`src/rtl/core/rps_pkg.sv`:
```
// Shared types, codes and the microcode table of the random pick set.
package rps_pkg;

  localparam int unsigned KEY_IN_W    = 32;
  localparam int unsigned RAND_W      = 16;
  localparam int unsigned COUNT_OUT_W = 7;
  localparam int unsigned UPC_W       = 5;

  typedef enum logic [1:0] {
    REQ_INSERT = 2'd0,
    REQ_DELETE = 2'd1,
    REQ_PICK   = 2'd2,
    REQ_NONE   = 2'd3
  } req_e;

  typedef enum logic [2:0] {
    ST_OK      = 3'd0,
    ST_DUP     = 3'd1,
    ST_MISSING = 3'd2,
    ST_EMPTY   = 3'd3,
    ST_FULL    = 3'd4
  } status_e;

  typedef enum logic [2:0] {
    IDX_HOLD,
    IDX_CLEAR,
    IDX_SCAN,
    IDX_LAST,
    IDX_REM
  } idx_op_e;

  typedef enum logic [1:0] {
    CNT_HOLD,
    CNT_INC,
    CNT_DEC
  } cnt_op_e;

  typedef enum logic [3:0] {
    C_ALWAYS,
    C_ACCEPT,
    C_EMPTY,
    C_FULL,
    C_MATCH,
    C_SCAN,
    C_REQ_INS,
    C_REQ_DEL,
    C_REQ_PICK,
    C_REQ_NONE,
    C_MOD_DONE,
    C_OUT_FREE
  } cond_e;

  typedef logic [UPC_W-1:0] upc_t;

  // Datapath control word.
  typedef struct packed {
    logic    in_ready;
    idx_op_e idx_op;
    logic    mem_we;
    logic    wr_move;
    cnt_op_e cnt_op;
    logic    pos_ld;
    logic    mod_start;
    logic    fin;
    status_e fin_status;
    logic    fin_pick;
  } ctrl_t;

  // Datapath conditions seen by the sequencer.
  typedef struct packed {
    logic accept;
    req_e req;
    logic empty;
    logic full;
    logic match;
    logic last;
    logic mod_done;
    logic out_free;
  } flags_t;

  typedef struct packed {
    cond_e cond;
    upc_t  target;
    logic  wait_else;
    ctrl_t ctrl;
  } uword_t;

  localparam ctrl_t CTRL_NOP = '{
    in_ready:   1'b0,
    idx_op:     IDX_HOLD,
    mem_we:     1'b0,
    wr_move:    1'b0,
    cnt_op:     CNT_HOLD,
    pos_ld:     1'b0,
    mod_start:  1'b0,
    fin:        1'b0,
    fin_status: ST_OK,
    fin_pick:   1'b0
  };

  // Program labels.
  localparam upc_t S_IDLE       = 5'd0;
  localparam upc_t S_CHK_EMPTY  = 5'd1;
  localparam upc_t S_CHK_PICK   = 5'd2;
  localparam upc_t S_CHK_NONE   = 5'd3;
  localparam upc_t S_SCAN       = 5'd4;
  localparam upc_t S_CHK_HIT    = 5'd5;
  localparam upc_t S_CHK_DEL    = 5'd6;
  localparam upc_t S_APPEND     = 5'd7;
  localparam upc_t S_WRITE_NEW  = 5'd8;
  localparam upc_t S_FOUND      = 5'd9;
  localparam upc_t S_TAKE_LAST  = 5'd10;
  localparam upc_t S_MOVE       = 5'd11;
  localparam upc_t S_EMPTY_INS  = 5'd12;
  localparam upc_t S_EMPTY_DEL  = 5'd13;
  localparam upc_t S_EMPTY_PICK = 5'd14;
  localparam upc_t S_EMPTY_NONE = 5'd15;
  localparam upc_t S_PICK       = 5'd16;
  localparam upc_t S_MOD_WAIT   = 5'd17;
  localparam upc_t S_PICK_READ  = 5'd18;
  localparam upc_t S_FIN_PICK   = 5'd19;
  localparam upc_t S_FIN_OK     = 5'd20;
  localparam upc_t S_FIN_DUP    = 5'd21;
  localparam upc_t S_FIN_MISS   = 5'd22;
  localparam upc_t S_FIN_EMPTY  = 5'd23;
  localparam upc_t S_FIN_FULL   = 5'd24;

  // Control store. When the condition fails the step counter either moves on
  // or, with wait_else set, stays put.
  function automatic uword_t ucode(upc_t pc);
    uword_t w;
    w.cond      = C_ALWAYS;
    w.target    = pc + 1'b1;
    w.wait_else = 1'b0;
    w.ctrl      = CTRL_NOP;
    unique case (pc)
      S_IDLE: begin
        w.cond          = C_ACCEPT;
        w.target        = S_CHK_EMPTY;
        w.wait_else     = 1'b1;
        w.ctrl.in_ready = 1'b1;
        w.ctrl.idx_op   = IDX_CLEAR;
      end
      S_CHK_EMPTY: begin
        w.cond   = C_EMPTY;
        w.target = S_EMPTY_INS;
      end
      S_CHK_PICK: begin
        w.cond   = C_REQ_PICK;
        w.target = S_PICK;
      end
      S_CHK_NONE: begin
        w.cond   = C_REQ_NONE;
        w.target = S_FIN_OK;
      end
      S_SCAN: begin
        w.cond        = C_SCAN;
        w.target      = S_SCAN;
        w.ctrl.idx_op = IDX_SCAN;
      end
      S_CHK_HIT: begin
        w.cond   = C_MATCH;
        w.target = S_FOUND;
      end
      S_CHK_DEL: begin
        w.cond   = C_REQ_DEL;
        w.target = S_FIN_MISS;
      end
      S_APPEND: begin
        w.cond   = C_FULL;
        w.target = S_FIN_FULL;
      end
      S_WRITE_NEW: begin
        w.target      = S_FIN_OK;
        w.ctrl.mem_we = 1'b1;
        w.ctrl.cnt_op = CNT_INC;
      end
      S_FOUND: begin
        w.cond   = C_REQ_INS;
        w.target = S_FIN_DUP;
      end
      S_TAKE_LAST: begin
        w.ctrl.pos_ld = 1'b1;
        w.ctrl.idx_op = IDX_LAST;
        w.ctrl.cnt_op = CNT_DEC;
      end
      S_MOVE: begin
        w.target       = S_FIN_OK;
        w.ctrl.mem_we  = 1'b1;
        w.ctrl.wr_move = 1'b1;
      end
      S_EMPTY_INS: begin
        w.cond   = C_REQ_INS;
        w.target = S_APPEND;
      end
      S_EMPTY_DEL: begin
        w.cond   = C_REQ_DEL;
        w.target = S_FIN_MISS;
      end
      S_EMPTY_PICK: begin
        w.cond   = C_REQ_PICK;
        w.target = S_FIN_EMPTY;
      end
      S_EMPTY_NONE: begin
        w.target = S_FIN_OK;
      end
      S_PICK: begin
        w.ctrl.mod_start = 1'b1;
      end
      S_MOD_WAIT: begin
        w.cond      = C_MOD_DONE;
        w.target    = S_PICK_READ;
        w.wait_else = 1'b1;
      end
      S_PICK_READ: begin
        w.ctrl.idx_op = IDX_REM;
      end
      S_FIN_PICK: begin
        w.cond          = C_OUT_FREE;
        w.target        = S_IDLE;
        w.wait_else     = 1'b1;
        w.ctrl.fin      = 1'b1;
        w.ctrl.fin_pick = 1'b1;
      end
      S_FIN_OK: begin
        w.cond      = C_OUT_FREE;
        w.target    = S_IDLE;
        w.wait_else = 1'b1;
        w.ctrl.fin  = 1'b1;
      end
      S_FIN_DUP: begin
        w.cond            = C_OUT_FREE;
        w.target          = S_IDLE;
        w.wait_else       = 1'b1;
        w.ctrl.fin        = 1'b1;
        w.ctrl.fin_status = ST_DUP;
      end
      S_FIN_MISS: begin
        w.cond            = C_OUT_FREE;
        w.target          = S_IDLE;
        w.wait_else       = 1'b1;
        w.ctrl.fin        = 1'b1;
        w.ctrl.fin_status = ST_MISSING;
      end
      S_FIN_EMPTY: begin
        w.cond            = C_OUT_FREE;
        w.target          = S_IDLE;
        w.wait_else       = 1'b1;
        w.ctrl.fin        = 1'b1;
        w.ctrl.fin_status = ST_EMPTY;
      end
      S_FIN_FULL: begin
        w.cond            = C_OUT_FREE;
        w.target          = S_IDLE;
        w.wait_else       = 1'b1;
        w.ctrl.fin        = 1'b1;
        w.ctrl.fin_status = ST_FULL;
      end
      default: begin
        w.target = S_IDLE;
      end
    endcase
    return w;
  endfunction

endpackage

```
`src/rtl/core/rps_mod.sv`:
```
// Bit-serial restoring remainder unit: random value modulo the live count.
module rps_mod import rps_pkg::*; #(
  parameter int unsigned DIV_W = 7
) (
  input  logic              clk_i,
  input  logic              rst_ni,
  input  logic              start_i,
  input  logic [RAND_W-1:0] dividend_i,
  input  logic [DIV_W-1:0]  divisor_i,
  output logic              done_o,
  output logic [DIV_W-1:0]  rem_o
);

  localparam int unsigned STEP_W = $clog2(RAND_W);

  logic              busy_q, busy_d;
  logic              done_q, done_d;
  logic [STEP_W-1:0] step_q, step_d;
  logic [RAND_W-1:0] dvd_q, dvd_d;
  logic [DIV_W-1:0]  rem_q, rem_d;
  logic [DIV_W:0]    shifted;
  logic [DIV_W:0]    diff;

  assign shifted = {rem_q, dvd_q[RAND_W-1]};
  assign diff    = shifted - {1'b0, divisor_i};

  always_comb begin
    busy_d = busy_q;
    done_d = done_q;
    step_d = step_q;
    dvd_d  = dvd_q;
    rem_d  = rem_q;
    if (start_i) begin
      busy_d = 1'b1;
      done_d = 1'b0;
      step_d = STEP_W'(RAND_W - 1);
      dvd_d  = dividend_i;
      rem_d  = '0;
    end else if (busy_q) begin
      dvd_d = {dvd_q[RAND_W-2:0], 1'b0};
      if (shifted >= {1'b0, divisor_i}) begin
        rem_d = diff[DIV_W-1:0];
      end else begin
        rem_d = shifted[DIV_W-1:0];
      end
      if (step_q == '0) begin
        busy_d = 1'b0;
        done_d = 1'b1;
      end else begin
        step_d = step_q - 1'b1;
      end
    end
  end

  always_ff @(posedge clk_i or negedge rst_ni) begin
    if (!rst_ni) begin
      busy_q <= 1'b0;
      done_q <= 1'b0;
      step_q <= '0;
    end else begin
      busy_q <= busy_d;
      done_q <= done_d;
      step_q <= step_d;
    end
  end

  always_ff @(posedge clk_i) begin
    dvd_q <= dvd_d;
    rem_q <= rem_d;
  end

  assign done_o = done_q && !busy_q;
  assign rem_o  = rem_q;

endmodule

```
`src/rtl/core/rps_seq.sv`:
```
// Microcode sequencer: step counter, control store lookup and branch logic.
module rps_seq import rps_pkg::*; (
  input  logic   clk_i,
  input  logic   rst_ni,
  input  flags_t flags_i,
  output ctrl_t  ctrl_o
);

  upc_t   upc_q, upc_d;
  uword_t uword;
  logic   taken;

  assign uword  = ucode(upc_q);
  assign ctrl_o = uword.ctrl;

  always_comb begin
    unique case (uword.cond)
      C_ALWAYS:   taken = 1'b1;
      C_ACCEPT:   taken = flags_i.accept;
      C_EMPTY:    taken = flags_i.empty;
      C_FULL:     taken = flags_i.full;
      C_MATCH:    taken = flags_i.match;
      C_SCAN:     taken = !flags_i.match && !flags_i.last;
      C_REQ_INS:  taken = (flags_i.req == REQ_INSERT);
      C_REQ_DEL:  taken = (flags_i.req == REQ_DELETE);
      C_REQ_PICK: taken = (flags_i.req == REQ_PICK);
      C_REQ_NONE: taken = (flags_i.req == REQ_NONE);
      C_MOD_DONE: taken = flags_i.mod_done;
      C_OUT_FREE: taken = flags_i.out_free;
      default:    taken = 1'b0;
    endcase
  end

  always_comb begin
    if (taken) begin
      upc_d = uword.target;
    end else if (uword.wait_else) begin
      upc_d = upc_q;
    end else begin
      upc_d = upc_q + 1'b1;
    end
  end

  always_ff @(posedge clk_i or negedge rst_ni) begin
    if (!rst_ni) begin
      upc_q <= S_IDLE;
    end else begin
      upc_q <= upc_d;
    end
  end

endmodule

```
`src/rtl/core/rps_dp.sv`:
```
// Datapath: request registers, slot memory, live count, index and result register.
module rps_dp import rps_pkg::*; #(
  parameter int unsigned CAPACITY  = 64,
  parameter int unsigned KEY_WIDTH = 32
) (
  input  logic                   clk_i,
  input  logic                   rst_ni,
  input  ctrl_t                  ctrl_i,
  output flags_t                 flags_o,
  input  logic                   in_valid_i,
  input  logic [1:0]             req_type_i,
  input  logic [KEY_IN_W-1:0]    key_i,
  input  logic [RAND_W-1:0]      rand_value_i,
  input  logic                   out_ready_i,
  output logic                   out_valid_o,
  output logic [KEY_IN_W-1:0]    key_out_o,
  output logic [2:0]             status_o,
  output logic [COUNT_OUT_W-1:0] count_after_o
);

  localparam int unsigned IW  = $clog2(CAPACITY);
  localparam int unsigned CW  = $clog2(CAPACITY + 1);
  localparam int unsigned CXW = (CW > COUNT_OUT_W) ? CW : COUNT_OUT_W;

  logic                   accept;
  req_e                   req_q;
  logic [KEY_WIDTH-1:0]   key_q;
  logic [RAND_W-1:0]      rand_q;
  logic [CW-1:0]          count_q, count_d;
  logic [CW-1:0]          count_m1;
  logic [IW-1:0]          idx_q, idx_d;
  logic [IW-1:0]          pos_q;
  logic [KEY_WIDTH-1:0]   mem [CAPACITY];
  logic [KEY_WIDTH-1:0]   rdata_q;
  logic [IW-1:0]          wr_addr;
  logic [KEY_WIDTH-1:0]   wr_data;
  logic [63:0]            key_x;
  logic [63:0]            rd_x;
  logic [CXW-1:0]         cnt_x;
  logic                   match, last, empty, full;
  logic                   mod_done;
  logic [CW-1:0]          rem;
  logic                   out_free, out_load;
  logic                   out_valid_q;
  logic [KEY_IN_W-1:0]    key_out_q;
  status_e                status_q;
  logic [COUNT_OUT_W-1:0] count_after_q;

  assign accept = in_valid_i && ctrl_i.in_ready;

  // Keys are kept at KEY_WIDTH bits; extend through 64-bit words so widths up to 64 bits work.
  always_comb begin
    key_x            = '0;
    key_x[KEY_IN_W-1:0] = key_i;
    rd_x             = '0;
    rd_x[KEY_WIDTH-1:0] = rdata_q;
  end

  always_ff @(posedge clk_i) begin
    if (accept) begin
      req_q  <= req_e'(req_type_i);
      key_q  <= key_x[KEY_WIDTH-1:0];
      rand_q <= rand_value_i;
    end
  end

  assign count_m1 = count_q - 1'b1;
  assign match    = (rdata_q == key_q);
  assign last     = (CW'(idx_q) == count_m1);
  assign empty    = (count_q == '0);
  assign full     = (count_q == CW'(CAPACITY));

  always_comb begin
    unique case (ctrl_i.idx_op)
      IDX_HOLD:  idx_d = idx_q;
      IDX_CLEAR: idx_d = '0;
      IDX_SCAN:  idx_d = (!match && !last) ? idx_q + 1'b1 : idx_q;
      IDX_LAST:  idx_d = count_m1[IW-1:0];
      IDX_REM:   idx_d = rem[IW-1:0];
      default:   idx_d = idx_q;
    endcase
  end

  always_comb begin
    case (ctrl_i.cnt_op)
      CNT_INC: count_d = count_q + 1'b1;
      CNT_DEC: count_d = count_q - 1'b1;
      default: count_d = count_q;
    endcase
  end

  always_ff @(posedge clk_i or negedge rst_ni) begin
    if (!rst_ni) begin
      count_q <= '0;
      idx_q   <= '0;
    end else begin
      count_q <= count_d;
      idx_q   <= idx_d;
    end
  end

  always_ff @(posedge clk_i) begin
    if (ctrl_i.pos_ld) begin
      pos_q <= idx_q;
    end
  end

  // The read address follows the next index, so rdata_q always holds slot idx_q.
  assign wr_addr = ctrl_i.wr_move ? pos_q : count_q[IW-1:0];
  assign wr_data = ctrl_i.wr_move ? rdata_q : key_q;

  always_ff @(posedge clk_i) begin
    if (ctrl_i.mem_we) begin
      mem[wr_addr] <= wr_data;
    end
    rdata_q <= mem[idx_d];
  end

  rps_mod #(
    .DIV_W(CW)
  ) u_mod (
    .clk_i      (clk_i),
    .rst_ni     (rst_ni),
    .start_i    (ctrl_i.mod_start),
    .dividend_i (rand_q),
    .divisor_i  (count_q),
    .done_o     (mod_done),
    .rem_o      (rem)
  );

  // Result register: a finished item can wait here while the next is accepted.
  assign out_free = !out_valid_q || out_ready_i;
  assign out_load = ctrl_i.fin && out_free;
  assign cnt_x    = CXW'(count_q);

  always_ff @(posedge clk_i or negedge rst_ni) begin
    if (!rst_ni) begin
      out_valid_q <= 1'b0;
    end else if (out_load) begin
      out_valid_q <= 1'b1;
    end else if (out_ready_i) begin
      out_valid_q <= 1'b0;
    end
  end

  always_ff @(posedge clk_i) begin
    if (out_load) begin
      key_out_q     <= ctrl_i.fin_pick ? rd_x[KEY_IN_W-1:0] : '0;
      status_q      <= ctrl_i.fin_status;
      count_after_q <= cnt_x[COUNT_OUT_W-1:0];
    end
  end

  assign out_valid_o   = out_valid_q;
  assign key_out_o     = key_out_q;
  assign status_o      = status_q;
  assign count_after_o = count_after_q;

  assign flags_o = '{
    accept:   accept,
    req:      req_q,
    empty:    empty,
    full:     full,
    match:    match,
    last:     last,
    mod_done: mod_done,
    out_free: out_free
  };

  a_count_bound : assert property (@(posedge clk_i) disable iff (!rst_ni)
    count_q <= CW'(CAPACITY))
    else $error("live count beyond capacity");

  a_append_room : assert property (@(posedge clk_i) disable iff (!rst_ni)
    ctrl_i.mem_we && !ctrl_i.wr_move |-> !full)
    else $error("append into a full store");

  a_scan_live : assert property (@(posedge clk_i) disable iff (!rst_ni)
    ctrl_i.idx_op == IDX_SCAN || ctrl_i.mod_start || ctrl_i.cnt_op == CNT_DEC |-> !empty)
    else $error("scan, pick or delete on an empty store");

  a_dec_updates : assert property (@(posedge clk_i) disable iff (!rst_ni)
    ctrl_i.cnt_op == CNT_DEC |=> count_q == $past(count_q) - 1'b1)
    else $error("delete did not shrink the live count");

endmodule

```
`src/rtl/core/random_pick_set.sv`:
```
// Random pick set: a set of distinct keys with insert, delete and random pick.
//
// One request item enters on the input channel (req_type_i, key_i, rand_value_i)
// and exactly one result item leaves on the output channel (key_out_o, status_o,
// count_after_o). Both channels are valid/ready.
// A microcoded sequencer steps through a short program per request. Insert and
// delete scan the live slots one slot per cycle through the slot memory's read
// port. Pick runs a bit-serial remainder of the 16-bit random value, one bit a
// cycle. Requests on an empty set and unused request codes finish without a
// scan; a duplicate, missing or full case still scans.
// One request is worked on at a time; the next is accepted as soon as the
// previous result sits in the output register.
// If the receiver stalls, the result is held in the output register and a
// further request runs up to its final step and waits there.
// Reset empties the set (live count zero) and clears the output valid; the
// slot memory is not cleared, since only live slots are ever read.
module random_pick_set import rps_pkg::*; #(
  parameter int unsigned CAPACITY  = 64,
  parameter int unsigned KEY_WIDTH = 32
) (
  input  logic                   clk_i,
  input  logic                   rst_ni,
  input  logic                   in_valid_i,
  output logic                   in_ready_o,
  input  logic [1:0]             req_type_i,
  input  logic [KEY_IN_W-1:0]    key_i,
  input  logic [RAND_W-1:0]      rand_value_i,
  output logic                   out_valid_o,
  input  logic                   out_ready_i,
  output logic [KEY_IN_W-1:0]    key_out_o,
  output logic [2:0]             status_o,
  output logic [COUNT_OUT_W-1:0] count_after_o
);

  ctrl_t  ctrl;
  flags_t flags;

  rps_seq u_seq (
    .clk_i   (clk_i),
    .rst_ni  (rst_ni),
    .flags_i (flags),
    .ctrl_o  (ctrl)
  );

  rps_dp #(
    .CAPACITY  (CAPACITY),
    .KEY_WIDTH (KEY_WIDTH)
  ) u_dp (
    .clk_i         (clk_i),
    .rst_ni        (rst_ni),
    .ctrl_i        (ctrl),
    .flags_o       (flags),
    .in_valid_i    (in_valid_i),
    .req_type_i    (req_type_i),
    .key_i         (key_i),
    .rand_value_i  (rand_value_i),
    .out_ready_i   (out_ready_i),
    .out_valid_o   (out_valid_o),
    .key_out_o     (key_out_o),
    .status_o      (status_o),
    .count_after_o (count_after_o)
  );

  assign in_ready_o = ctrl.in_ready;

endmodule
```
`config.mk`:
```
export PLATFORM = sky130hd
export DESIGN_NAME = random_pick_set
export DESIGN_NICKNAME = d
export VERILOG_FILES = /design/src/rtl/core/rps_pkg.sv /design/src/rtl/core/rps_mod.sv /design/src/rtl/core/rps_seq.sv /design/src/rtl/core/rps_dp.sv /design/src/rtl/core/random_pick_set.sv
export SDC_FILE = /design/constraint.sdc
export NUM_CORES = 2
export LEC_CHECK = 0
export ABC_AREA = 0
export BUFFER_PORTS_ARGS = -buffer_cell sky130_fd_sc_hd__buf_2
export CAP_MARGIN = 20
export CORE_ASPECT_RATIO = 1.2
export CORE_MARGIN = 2
export CORE_UTILIZATION = 35
export CTS_BUF_LIST = sky130_fd_sc_hd__clkbuf_8
export CTS_CLUSTER_DIAMETER = 50
export DETAILED_ROUTE_END_ITERATION = 7
export GPL_TIMING_DRIVEN = 0
export SYNTH_ARGS = -nofsm -noshare
export SYNTH_HDL_FRONTEND = slang
export SYNTH_SLANG_ARGS = --single-unit
```
`constraint.sdc`:
```
create_clock -name clk_i -period 4.5 [get_ports clk_i]
set_input_delay 1.35 -clock clk_i [delete_from_list [all_inputs] [get_ports clk_i]]
set_output_delay 1.35 -clock clk_i [all_outputs]
set_load 0.02 [all_outputs]
```
* Word-level counts from Yosys, hierarchy flattened *
Memories as Yosys holds them, arrays and structs flattened. A register that Yosys moved wholly into a read port is not among the register bits.
Cells that the tools add are included.

word-level totals
  register bits = 146
  RAM bits = 2,048
  input port bits = 54
  output and inout bits = 44
  memories kept = 1

cells by class
  add/subtract/negate cells = 6
  order comparisons = 1
  equal/unequal tests = 49
  muxes and demuxes = 37
  reduce and logical (&&, ||, !) cells = 28

memories
  memory    depth  bits a word  read ports  clocked after memory_dff  wr ports  RTL line      source
  u_dp.mem  64     32           1           1                         1         rps_dp.sv:33  logic [KEY_WIDTH-1:0] mem [CAPACITY];

operator list
  operator                                                          count
  5-bit case mux with 13 select lines                               1
  5-bit == test (second input constant)                             9
  4-bit case mux with 11 select lines                               1
  5-bit by 4-bit == test with 1-bit output (second input constant)  8
  32-bit == test                                                    1
  16-bit 2-to-1 mux                                                 2
  32-bit 2-to-1 mux                                                 1
  3-bit case mux with 4 select lines                                2
  6-bit case mux with 4 select lines                                1
  5-bit by 3-bit == test with 1-bit output (second input constant)  4
  1-bit 2-to-1 mux                                                  18
  4-bit by 3-bit == test with 1-bit output (second input constant)  4
  4-bit == test (second input constant)                             4
  7-bit case mux with 2 select lines                                1
  4-bit 2-to-1 mux                                                  3
  6-bit 2-to-1 mux                                                  2
  1-bit case mux with 12 select lines                               1
  5-bit by 2-bit == test with 1-bit output (second input constant)  2
  5-bit 2-to-1 mux                                                  2
  4-bit by 2-bit == test with 1-bit output (second input constant)  2
  8-bit by 7-bit greater-or-equal comparator with 1-bit output      1
  4-bit zero test                                                   2
  2-bit nonzero test                                                4
  2-bit OR reduction                                                4
  other kinds (29)                                                  41

* Logic depth before layout (Yosys ltp) *
  depth after elaboration = 6
  depth in mapped cells = 19

* By module *
Synthesis repeated with hierarchy kept, for this count alone.

unflattened totals
  cells, all modules = 5,688
  area, all modules = 88,300.9 um^2

by module, submodules not included
  module   times used  cells an instance  area each (um^2)
  rps_dp   1           5,382              85,468.2
  rps_mod  1           161                1,751.7
  rps_seq  1           145                1,081.0

* Worst setup path after synthesis *
No wires, ideal clock.

  path kind = register to register
  start point = reg u_seq.upc_q[1]
  end point = mem u_dp.mem[8][0], enable pin
  library setup time = 421 ps
  data arrival time = 3,622 ps
  data required time = 4,079 ps
  slack = 456 ps
  cell stages (with the launch flop) = 9
  path buffers = 1
  clock period less this slack = 4,044 ps
  cell sequence = dfrtp_1 ha_1 clkbuf_1 inv_1 nor3_1 mux2i_1 nand2b_1 nand2b_1 nor2_1

between the ends
  cells in the longest elaborated chain, start to end = 5
  elaborated cells between the ends (all ways) = 8
  classes of those cells = eq/ne (2); mux (5); reduce/logical (1)

ends and longest elaborated chain
  element                                   RTL line        source
  start: declaration                        rps_seq.sv:9    upc_t upc_q, upc_d;
  start signal: assignment                  rps_seq.sv:48   upc_q <= upc_d;
  5-bit by 4-bit == test with 1-bit output  rps_pkg.sv:136  unique case (pc)
  2-bit OR reduction (no line)              --
  1-bit 2-to-1 mux                          rps_pkg.sv:136
  1-bit 2-to-1 mux                          rps_dp.sv:113   if (ctrl_i.mem_we) begin
  1-bit 2-to-1 mux (implied by the code)    rps_dp.sv:114   mem[wr_addr] <= wr_data;
  end: declaration                          rps_dp.sv:33

Several ways; a longest one is shown, not always the timed one.

* Worst setup path in the final report *
  start point = reg u_seq.upc_q[1]
  end point = mem u_dp.mem[0][9], enable pin

The elaborated chain is that of the path after synthesis.

==> run summary <==
initial antenna violation count -> 26
Worst-Margin Slew -> 1.060 ns
status -> finished with violations
reg2reg start -> u_seq.upc_q[1]$_DFFE_PN0P_
CTS Sinks -> 2226
IO Pins -> 98
RSZ-0062 raised after global routing -> yes
die width -> 462.9 um
clock buffer depth -> 4
# rows -> 202
CTS root buf -> clkbuf_8
post-synthesis cell count -> 6230
Critical Path Fanout Max -> 23
starting density of the core -> 0.3513
Nets -> 6991
DP Wirelength -> 200000 um
gpl congestion -> 0.9429
worst reg-to-reg setup slack -> -0.45 ns
# setup viols final -> 865
fmax -> 201.9 MHz
setup TNS -> -124.65 ns
global-route wire length before repair -> 414600 um
final wirelength -> 299700 um
RR Endpoint -> u_dp.mem[0][9]$_DFFE_PP_
Port Buffers -> 97
1st-pass router iterations -> 6
clock skew -> 0.08717 ns
H-tree depth -> 5
Syn Nets -> 6303
Final period util -> 1.100
reg2reg path depth -> 9
Iteration-0 DRC Markers -> 8440
Avg Cell Area, Syn -> 14.20 um2
routed len/inst -> 28.42 um
Tot Pwr -> 74.13 mW
max-slew violations -> 0
top-area cell type share of the netlist area -> 0.7341
Arr. time, crit path -> 5.61 ns
Total GRT Usage -> 0.2226
TritonCTS clock tree -> done
Residual DRC -> 0
main area contributors after synthesis -> edfxtp_1 73%, nand2_1 5.5%, and3_1 2.5%
via/cell ratio -> 5.643
Die Height -> 554.7 um
crit path cell chain -> ha_1 -> clkbuf_1 -> inv_1 -> nor3_2 -> mux2i_2 -> nand2b_1 -> nand2b_1 -> nor2_4 -> buf_12
EDFF count, synth -> 2162
CP endpoint kind -> register
min Tclk post-route -> 4.952 ns
PD cells -> 684.7 nW/um2
largest net degree at the start of global routing -> 65
Setup WS post-layout -> -0.4521 ns
vias -> 59500
Fin Hold WS -> 0.4176 ns
failing checks -> setup timing
slowest cell delay on critical path -> 0.82 ns
cell area after synthesis -> 88440 um2
CTS Hold Buffers Added -> 0
Skew-Pair Late Insertion Delay -> 1.00 ns
Fillers -> 22430
Leak -> 35.96 nW
Final Hold Fails -> 0
antenna viol nets, final -> 0
fraction of layout cells with a size suffix above 1 -> 0.2259
full die area -> 256700 um2
CP max stage cell -> mux2i_2
Async SR Flop Fraction -> 0.01123
Main synth FF type -> edfxtp_1
vias in the first global route -> 56850
Synth Register Bits -> 2226
critical path startpoint category -> register
worst hold path class -> primary input to asynchronous set/reset pin
Max-slew headroom -> 0.2931
register area share after synthesis -> 0.7500
Critical Path Most Common Cell -> nand2b_1
worst vdd ir -> 0.3990 mV
core area -> 251700 um2
critical path class -> register to register
cell taking the most area after synthesis -> edfxtp_1
CP Data Required Time -> 5.16 ns
GRT overflow -> 0
post-synthesis cell type count -> 71
P&R area growth vs syn -> 22.41%
Synth Warn # -> 0
Max Cap Viol -> 0
Worst-path clk slew -> 0.06 ns
Inserted Clock Buffers -> 338
==> cell type report <==
type | instances | area [um2] | area share
multi-input cells | 3536 | 24040 | 0.2221
plain buffers | 440 | 3211 | 0.02966
inverters | 25 | 135.1 | 0.001248
diodes | 7 | 17.52 | 0.0001618
well taps | 3366 | 4212 | 0.03890
flip-flops and latches | 2226 | 66330 | 0.6127
clock buffers | 346 | 4762 | 0.04399
clock inverters | 246 | 1224 | 0.01130
repair buffers | 351 | 4320 | 0.03991
==> cells by family after synthesis <==
group,Yosys count,synth area share
AO/OA/AOI/OAI,1079,0.08694
XOR/XNOR,58,0.005744
adder cells (fa/ha/maj),19,0.002773
buffers and inverters,468,0.02221
flip-flops,2226,0.7500
multiplexers,133,0.01505
AND/OR/NAND/NOR,2247,0.1173
==> synth_stat cells (50+ instances only) <==
master and instances:
a211oi_1 289, a21oi_1 221, a221oi_1 64, a22oi_1 66, a311oi_1 61, a31oi_1 106
a32oi_1 100, and3_1 358, buf_2 91, clkbuf_1 297, edfxtp_1 2162, mux2i_1 133
nand2_1 1289, nand3_1 221, nand4_1 78, nor2_1 101, nor3_1 50, nor3b_1 66
o21ai_0 61, xnor2_1 53
==> metal layers <==
layer	vias up	routed length (um)	global-route usage
met1	29820	112700	0.2918
met4	6	18930	0.1193
met3	671	34220	0.05188
li1	25310	-	-
met2	3698	133800	0.3429
met5	-	36	0
==> power by group <==
part | internal (mW) | total (mW) | switching, mW
registers | 24.2 | 24.7 | 0.573
clock network | 7.50 | 15.4 | 7.94
logic | 10.9 | 33.9 | 23.1
total | 42.5 | 74.1 | 31.6
==> flip-flops by register name, indices dropped and copies added, names as in the netlist, 7 cells and up <==
register	count
u_dp.mem	2048
u_dp.key_out_o	32
u_dp.key_q	32
u_dp.rdata_q	32
u_dp.rand_q	16
u_dp.u_mod.dvd_q	16
u_dp.cnt_x	7
u_dp.count_after_o	7
u_dp.u_mod.rem_o	7
==> critical path: cells and delay by family, from the launching register on <==
kind          cells  cell delay, ns
simple gates      4            2.26
buf+inv           3            0.92
mux               1            0.82
flops             1            0.42
fa+ha+maj         1            0.17
==> through the flow <==
step                instance area (um2)    util  cells  worst slack [ns]
floorplan                         88440       -   6230            0.4564
global placement                  93140  0.3700   9693            -2.483
detailed placement                96160  0.3820   9816            -2.357
CTS                              105200  0.4180  10470           -0.2200
global route                     108200  0.4300  10540           -0.3871
finish                           108300  0.4300  10540           -0.4521
==> worst max-delay path by stage <==
stage	start	endpoint	slack [ns]
floorplan	u_seq.upc_q[1]$_DFFE_PN0P_	u_dp.mem[8][0]$_DFFE_PP_	0.46
global placement	u_dp.cnt_x[1]$_DFFE_PN0P_	u_dp.rdata_q[28]$_DFF_P_	-2.48
detailed placement	u_dp.cnt_x[1]$_DFFE_PN0P_	u_dp.rdata_q[16]$_DFF_P_	-2.36
CTS	u_seq.upc_q[0]$_DFFE_PN0P_	u_dp.rdata_q[19]$_DFF_P_	-0.22
global route	u_seq.upc_q[1]$_DFFE_PN0P_	u_dp.mem[36][18]$_DFFE_PP_	-0.39
finish	u_seq.upc_q[1]$_DFFE_PN0P_	u_dp.mem[0][9]$_DFFE_PP_	-0.45
==> cell usage in the layout (no fill, tap or decap), drive strengths merged, types with 100 or more instances in the layout <==
| cell type | Yosys | routed |
|---|---|---|
| nand3 | 222 | 222 |
| mux2i | 133 | 133 |
| edfxtp | 2162 | 2162 |
| a32oi | 100 | 100 |
| and3 | 358 | 358 |
| nor2 | 101 | 101 |
| clkbuf | 300 | 589 |
| nand2 | 1289 | 1289 |
| inv | 22 | 137 |
| a211oi | 289 | 289 |
| buf | 143 | 546 |
| a21oi | 221 | 221 |
| clkinv | 3 | 114 |
| a31oi | 106 | 106 |
==> repair_timing <==
action | 4_1_cts | 5_1_grt
buffers inserted | 62 | 56
gates cloned | 2 | 8
pin swaps | 84 | 132
endpoints found under the setup margin | 1891 | 931
gates resized for setup | 691 | 712
No activity file was read; power rests on OpenSTA's default activity.
